===== config.mk =====
export PLATFORM = sky130hd
export DESIGN_NAME = acbs_front
export DESIGN_NICKNAME = d
export VERILOG_FILES = /design/src/acbs_pkg.sv /design/src/acbs_front.sv
export SDC_FILE = /design/constraint.sdc
export NUM_CORES = 1
export LEC_CHECK = 0
export ABC_AREA = 0
export ABC_CLOCK_PERIOD_IN_PS = 12800
export BUFFER_PORTS_ARGS = -buffer_cell sky130_fd_sc_hd__buf_2
export CAP_MARGIN = 5
export CORE_MARGIN = 5
export CORE_UTILIZATION = 40
export CTS_CLUSTER_SIZE = 8
export DETAILED_ROUTE_END_ITERATION = 6
export GPL_TIMING_DRIVEN = 0
export PLACE_DENSITY = 0.72
export SYNTH_ARGS = -nofsm -noshare
export SYNTH_HDL_FRONTEND = slang
export SYNTH_SLANG_ARGS = --single-unit

===== constraint.sdc =====
create_clock -name clk -period 12.8 [get_ports clk]
set_input_delay 0.64 -clock clk [delete_from_list [all_inputs] [get_ports clk]]
set_output_delay 0.64 -clock clk [all_outputs]
set_load 0.005 [all_outputs]

===== src/acbs_pkg.sv =====
// ----------------------------------------------------------------------------
// acbs_pkg: shared types and constants of the call / branch seed scanner
// Item and result layouts, opcodes, instruction match patterns and the
// work record passed from the front end to the back end.
// ----------------------------------------------------------------------------
package acbs_pkg;

  // default table sizes
  localparam int FUNC_DEPTH_DEF  = 256;
  localparam int RANGE_DEPTH_DEF = 8;

  // branches no farther than this many bytes make no seed
  localparam int REGION_WINDOW = 128;

  // opcodes
  localparam logic [1:0] OP_RANGE  = 2'd0;
  localparam logic [1:0] OP_FUNC   = 2'd1;
  localparam logic [1:0] OP_SCAN   = 2'd2;
  localparam logic [1:0] OP_UNUSED = 2'd3;   // no effect, no seed

  // seed kinds
  localparam logic KIND_RET    = 1'b0;
  localparam logic KIND_BRANCH = 1'b1;

  // instruction match patterns
  localparam logic [31:0] MASK_IMM26 = 32'hFC00_0000;
  localparam logic [31:0] PAT_BL     = 32'h9400_0000;
  localparam logic [31:0] PAT_B      = 32'h1400_0000;
  localparam logic [31:0] MASK_BLR   = 32'hFFFF_FC1F;
  localparam logic [31:0] PAT_BLR    = 32'hD63F_0000;
  localparam logic [31:0] MASK_BCOND = 32'hFF00_0010;
  localparam logic [31:0] PAT_BCOND  = 32'h5400_0000;
  localparam logic [31:0] MASK_CMPBR = 32'h7E00_0000;
  localparam logic [31:0] PAT_CB     = 32'h3400_0000;
  localparam logic [31:0] PAT_TB     = 32'h3600_0000;

  // input item
  typedef struct packed {
    logic [1:0]  opcode;
    logic [63:0] address;
    logic [63:0] range_size;
    logic [31:0] instruction_word;
  } acbs_item_t;

  // result item
  typedef struct packed {
    logic [63:0] seed_address;
    logic        seed_kind;
  } acbs_seed_t;

  // classified item from front end to back end
  typedef struct packed {
    logic [1:0]  opcode;
    logic [63:0] address;
    logic [63:0] range_size;
    logic [63:0] target;   // BL target or direct branch target
    logic        is_bl;
    logic        is_blr;
    logic        is_far;   // direct branch farther than the window
  } acbs_work_t;

endpackage


===== src/acbs_front.sv =====
// ----------------------------------------------------------------------------
// acbs_front: input classification and work queue
// Decodes the instruction word, computes the branch target and window
// test, and holds up to two classified items for the back end.
// ----------------------------------------------------------------------------
module acbs_front (
  input  logic               clk,
  input  logic               rst,
  input  logic               push,
  output logic               full,
  input  acbs_pkg::acbs_item_t item,
  output logic               q_valid,
  output acbs_pkg::acbs_work_t q_item,
  input  logic               q_pop
);
  import acbs_pkg::*;

  logic [31:0] w;
  logic        is_bl, is_blr, is_b, is_cond, is_tb;
  logic [28:0] off26, off19, off14, off, mag;
  acbs_work_t  work;

  // instruction classes
  assign w       = item.instruction_word;
  assign is_bl   = (w & MASK_IMM26) == PAT_BL;
  assign is_blr  = (w & MASK_BLR) == PAT_BLR;
  assign is_b    = (w & MASK_IMM26) == PAT_B;
  assign is_cond = ((w & MASK_BCOND) == PAT_BCOND) || ((w & MASK_CMPBR) == PAT_CB);
  assign is_tb   = (w & MASK_CMPBR) == PAT_TB;

  // word offsets, sign-extended and scaled by 4
  assign off26 = {w[25], w[25:0], 2'b00};
  assign off19 = {{8{w[23]}}, w[23:5], 2'b00};
  assign off14 = {{13{w[18]}}, w[18:5], 2'b00};

  always_comb begin
    if (is_bl || is_b) begin
      off = off26;
    end else if (is_cond) begin
      off = off19;
    end else begin
      off = off14;
    end
  end

  assign mag = off[28] ? (~off + 29'd1) : off;

  // classified record
  always_comb begin
    work.opcode     = item.opcode;
    work.address    = item.address;
    work.range_size = item.range_size;
    work.target     = item.address + {{35{off[28]}}, off};
    work.is_bl      = is_bl;
    work.is_blr     = is_blr;
    work.is_far     = (is_b || is_cond || is_tb) && (mag > 29'(REGION_WINDOW));
  end

  // two-entry queue
  acbs_work_t  qmem [2];
  logic        wp, rp;
  logic [1:0]  cnt;
  logic        do_push, do_pop;

  assign full    = cnt == 2'd2;
  assign q_valid = cnt != 2'd0;
  assign q_item  = qmem[rp];
  assign do_push = push && !full;
  assign do_pop  = q_pop && q_valid;

  always_ff @(posedge clk) begin
    if (do_push) begin
      qmem[wp] <= work;
    end
  end

  always_ff @(posedge clk) begin
    if (rst) begin
      wp  <= 1'b0;
      rp  <= 1'b0;
      cnt <= 2'd0;
    end else begin
      if (do_push) begin
        wp <= ~wp;
      end
      if (do_pop) begin
        rp <= ~rp;
      end
      cnt <= cnt + {1'b0, do_push} - {1'b0, do_pop};
    end
  end

endmodule


==> results of run 1 <==
state kept, by name (all words and copies together) (netlist names), named ones only:
register,flops
qmem,390
rp,1
wp,1
cnt,2
power groups by stage:
stage | Combinational (mW) | Sequential [mW] | Clock (mW)
final | 1.15 | 1.73 | 1.33
after global routing | 1.25 | 1.74 | 1.43
after CTS | 1.17 | 1.73 | 1.36
after detailed placement | 1.16 | 1.75 | 0
after global placement | 1.10 | 1.84 | 0
after floorplan | 0.655 | 1.80 | 0
logic make-up after synthesis:
kind of cell,count (synthesis)
buf+inv,94
xor+xnor,64
mux,207
fa+ha+maj,64
simple gates,259
compound gates,284
flops,395
final cells by class:
| class | count | area (sq um) |
|---|---|---|
| Tap cell | 615 | 769 |
| Buffer | 50 | 201 |
| Fill cell | 4045 | 24000 |
| Clock buffer | 68 | 1450 |
| Multi-Input combinational cell | 878 | 7000 |
| Antenna cell | 3 | 7.51 |
| Clock inverter | 6 | 120 |
| Timing Repair Buffer | 372 | 2040 |
| Sequential cell | 395 | 11800 |
| Inverter | 44 | 165 |
path summary, 6_finish.rpt:
kind	start	end	slack, ns	cells after the start
max	item[26]	qmem[1][66]	6.95	22
min	item[33]	qmem[0][68]	0.23	1
max reg2reg	cnt[0]	qmem[0][173]	10.49	7
min reg2reg	rp	rp	0.52	2
synthesized netlist by cell type, types with 7 or more instances:
| master | number |
|---|---|
| a21o_1 | 46 |
| a21oi_1 | 79 |
| a31oi_1 | 18 |
| and3_1 | 8 |
| clkbuf_1 | 42 |
| edfxtp_1 | 390 |
| ha_1 | 62 |
| inv_1 | 42 |
| mux2_2 | 195 |
| mux2i_1 | 12 |
| nand2_1 | 67 |
| nand2b_1 | 12 |
| nand3_1 | 21 |
| nand4_1 | 15 |
| nor2_1 | 59 |
| nor2b_1 | 11 |
| nor3_1 | 21 |
| o211ai_1 | 7 |
| o21a_1 | 14 |
| o21ai_0 | 39 |
| o21bai_1 | 10 |
| xnor2_1 | 44 |
| xor2_1 | 20 |
per-layer routing:
metal  routed length [microns]  global-route usage  part of all wire
met4                      1790              0.0688             0.036
met3                      3340              0.0410             0.067
met2                     23400               0.303              0.47
met1                     21100               0.237              0.42
met5                         7                   0           0.00014
stage by stage:
step                      cells  power [mW]  setup TNS [ns]  hold WS (ns)  instance area [sq um]
after global placement     2344        2.94         -329.04         0.497                  21700
after floorplan            1367        2.45               0         0.481                  19200
after global routing       2431        4.42               0         0.189                  23600
final                      2431        4.20               0         0.229                  23600
after CTS                  2428        4.26               0         0.181                  23600
after detailed placement   2354        2.91               0         0.512                  22000
==> impl_metrics.ini, run 1 <==
[setup_path]
crit_fanout = 10
crit_path_start_kind = primary input
crit_buf_inv = 5
cp-end-kind = flip-flop
critPathTopFamily = compound AO/OA/AOI/OAI gates
cp_cell_sequence = buf_2 -> and3b_1 -> buf_2 -> nand2_1 -> clkbuf_1 -> buf_2 -> buf_1 -> nand2_1 -> nand2_1 -> ha_1 -> a21o_1 -> a21oi_1 -> o21ai_0 -> a211o_1 -> o21ai_0 -> o211ai_1 -> a21oi_1 -> o211ai_2 -> a21oi_1 -> nor2_1 -> a311oi_1 -> xnor2_1
slowest_stage = o21ai_0
max_stage_delay_ns = 0.50
required_ns = 13.12
path_class = in2reg
cp_data_arrival_time_ns = 6.17

[logic_synthesis]
synth_cells = 1367
synth_compound_area_frac = 0.104
syn_nets = 1596
synth_edf_count = 390
synthAdderAreaFrac = 0.0420
synth_area_per_cell_sq_um = 14.0
synth_top_family_by_area = multiplexers
synth.area.top_cells = edfxtp_1, mux2_2, ha_1
synthArstFlopShare = 0
ys_ff_latch = 395
synth_cell_types = 88
synthSimpleGateAreaFrac = 0.0689
synth_top_area_frac = 0.611
synth-xor-area-share = 0.0292
syn_area_sq_mm = 0.0192
yosys.area.top_type = edfxtp_1
ys_warn_count = 0
synth.area.mux_share = 0.121
synthFlopType = edfxtp_1
seq_area_frac_synth = 0.616

[grt]
antenna_found_initial = 4
grt-ovfl-total = 0
grt_usage = 0.183
grt_pass1_wl_microns = 76500
grt_pass1_vias = 13625
grt_max_degree = 65

[floorplan]
initial_utilization = 0.403
core-area_sq_mm = 0.0475
ioPinCount = 365
rows = 80
die_h_microns = 229
die-area_sq_mm = 0.0524
fp.dieW_microns = 229

[placement]
gp_congestion = 0.907
io_buffer_count = 362
dp_worst_setup_slack_ns = 6.36
post-dp-hpwl_microns = 36700

[timing]
period_minus_slack_ns = 5.85
worstMarginPinSlew_ns = 1.17
finalMaxSlewViolations = 0
skew_ns = 0.0297
finalHoldViolCount = 0
period_share = 0.457
worst_slack_ns = 6.95
fmax_ghz = 0.171
setup_viol = 0
rsz0062_at_grt = false
slew_headroom = 0.219

[clock_network]
clock_path_buffers = 3
clock_tree.root_cell = clkbuf_16
ctsHoldBuffers = 0
clk_pin_slew_ns = 0.05
cts.sinks = 395
cts_made_buffers = 56
post_cts_resized = 0
insertion_delay_ns = 0.59
htree_levels = 2
cts_tree = yes
post_cts_buffers = 0

[power_and_ir_drop]
p_leak_nw = 9.00
switching_power_mw = 1.20
combPwrFrac = 0.274
switching_share = 0.285
ir_drop_v = 0.000114
intPower_mw = 3.01
power.density_mw_per_mm2 = 178
sequentialPowerShare = 0.411
clkPwrFrac = 0.315

[routing]
drtAntennaViolNets = 0
drc = 0
wirelength_microns = 49500
viasPerCell = 5.42
drt_iter0_drc = 747
first_pass_iters = 5
avgRoutedWirePerCell_microns = 20.4
vias = 13171

[min_path]
hold_class = in2reg

[status]
status = complete, no violations

[run]
max_cap_viol_count = 0

[layout]
drive_gt1_frac = 0.370
area_growth_pct = 22.9
final_cell_mix = edfxtp_1, buf_2, mux2_2, a21oi_1, nand2_1
final_common_cell = edfxtp_1
fin_util = 0.496
final_nets = 2026
(Power assumes the default switching activity.)
==> inputs of run 2 (changes only) <==
--- a/config.mk
+++ b/config.mk
@@ -6,7 +6,7 @@
 export NUM_CORES = 1
 export LEC_CHECK = 0
 export ABC_AREA = 0
-export ABC_CLOCK_PERIOD_IN_PS = 12800
+export ABC_CLOCK_PERIOD_IN_PS = 6100
 export BUFFER_PORTS_ARGS = -buffer_cell sky130_fd_sc_hd__buf_2
 export CAP_MARGIN = 5
 export CORE_MARGIN = 5
==> constraint.sdc (replaced) <==
create_clock -name clk -period 6.1 [get_ports clk]
set_input_delay 0.305 -clock clk [delete_from_list [all_inputs] [get_ports clk]]
set_output_delay 0.305 -clock clk [all_outputs]
set_load 0.005 [all_outputs]
==> impl_metrics.ini, run 2 (synthesis results as in run 1) <==
[setup_path]
cp-end-kind = flip-flop
slowest_stage = o21ai_0
path_class = in2reg
max_stage_delay_ns = 0.59
crit_path_start_kind = primary input
crit_fanout = 10
required_ns = 6.42
cp_cell_sequence = buf_2 -> and3b_1 -> buf_2 -> nand2_1 -> clkbuf_1 -> buf_2 -> buf_1 -> nand2_1 -> nand2_1 -> ha_1 -> a21o_1 -> a21oi_1 -> o21ai_0 -> a211o_1 -> o21ai_0 -> o211ai_1 -> a21oi_1 -> o211ai_2 -> a21oi_1 -> nor2_1 -> a311oi_1 -> xnor2_1
cp_data_arrival_time_ns = 5.98
crit_buf_inv = 5
critPathTopFamily = compound AO/OA/AOI/OAI gates

[placement]
gp_congestion = 0.904
post-dp-hpwl_microns = 36400
dpl.cell_count = 2354
io_buffer_count = 362

[timing]
skew_ns = 0.0225
finalMaxSlewViolations = 0
period_share = 0.927
slew_headroom = 0.320
fmax_ghz = 0.177
worstMarginPinSlew_ns = 1.02
finalHoldViolCount = 0
setup_viol = 0
period_minus_slack_ns = 5.65
rsz0062_at_grt = false

[grt]
antenna_found_initial = 2
grt_pass1_vias = 14118
grt-ovfl-total = 0
grt_pass1_wl_microns = 78800
grt_usage = 0.188
grt_max_degree = 61

[layout]
final_cell_mix = edfxtp_1, buf_2, mux2_2, dlygate4sd3_1, a21oi_1
top_regs = qmem: 390 flops, cnt: 2 flops
fill_cells = 3866
final_common_cell = edfxtp_1
final_nets = 2156
fin_cells = 2557
largest_register = qmem
largest_register_ffs = 390
area_growth_pct = 29.5
drive_gt1_frac = 0.345

[routing]
dr.max_layer_used = met4
met1_length_microns = 21400
wirelength_microns = 51200
met3_length_microns = 3500
drc = 0
first_pass_iters = 5
drtAntennaViolNets = 0
avgRoutedWirePerCell_microns = 20.0
viasPerCell = 5.32
vias = 13615
dr_wl_met2_microns = 24900
drt_iter0_drc = 882

[power_and_ir_drop]
power.density_mw_per_mm2 = 356
power.total_mw = 8.83
ir_drop_v = 0.000242
p_leak_nw = 9.53

[floorplan]
initial_utilization = 0.403
rows = 80
ioPinCount = 365
fp.dieW_microns = 229
core-area_sq_mm = 0.0475
die_h_microns = 229
die-area_sq_mm = 0.0524

[clock_network]
post_cts_resized = 0
insertion_delay_ns = 0.59
htree_levels = 2
clock_path_buffers = 3
cts.sinks = 395
cts_tree = yes
clock_tree.root_cell = clkbuf_16
clk_pin_slew_ns = 0.05
post_cts_buffers = 0
cts_made_buffers = 55

[run]
max_cap_viol_count = 0

[status]
status = complete, no violations

[min_path]
hold_class = in2reg
run 2: changes by cell type in the layout (fill, tap and decap cells not counted):
cell | previous run | this run
clkbuf_16 | 56 | 55
bufinv_16 | 1 | 0
clkbuf_8 | 0 | 2
clkinv_2 | 2 | 0
dlygate4sd3_1 | 0 | 131
clkbuf_1 | 54 | 52
diode_2 | 3 | 2
run 2: report_power, final:
part,leakage [nW],switching [mW],internal (mW),total (mW)
Sequential,3.69,0.0914,3.54,3.63
Combinational,5.10,1.36,1.14,2.49
Clock,0.737,1.07,1.64,2.70
Total,9.53,2.52,6.31,8.83
run 2: routing by layer:
layer	up-vias	GRT usage
met5	-	0.000919
met1	6635	0.236
met2	501	0.321
met3	92	0.0460
li1	6387	-
met4	0	0.0598
run 2: cell type report:
type	count	area, sq um	share of cell area
antenna	2	5.00	0.000202
sequential	395	11800	0.476
clock buffer	67	1440	0.0581
buffer	50	201	0.00811
multi-input combinational	878	7000	0.282
inverter	44	165	0.00665
tap	615	769	0.0310
timing repair buffer	503	3350	0.135
clock inverter	3	80.1	0.00323
run 2: through the flow:
step           instance area [sq um]  worst slack (ns)  hold slack [ns]  utilization  setup TNS [ns]
2_1_floorplan                  19200           0.00807            0.377            -               0
3_3_place_gp                   21700             -3.01            0.494        0.457         -996.73
3_5_place_dp                   22000          -0.00546            0.496        0.463         -0.0109
4_1_cts                        24800             0.639           0.0806        0.522               0
5_1_grt                        24800            0.0136           0.0821        0.522               0
6_report                       24800             0.448            0.118        0.522               0
run 2: path summary, 6_finish.rpt:
kind	startpoint	endpoint	slack (ns)	cells after the start
worst min register to register	rp	flip-flop	0.54	2
worst min-delay path	item[0]	qmem[1][1]	0.12	2
worst max-delay path	item[26]	qmem[0][66]	0.45	22
worst max register to register	cnt[0]	qmem[0][49]	3.70	6
run 2: what timing repair did:
| action | CTS | global route |
|---|---|---|
| endpoints found under the hold margin | 265 | 0 |
| hold buffers | 131 | 0 |
| setup endpoints to repair | 0 | 0 |
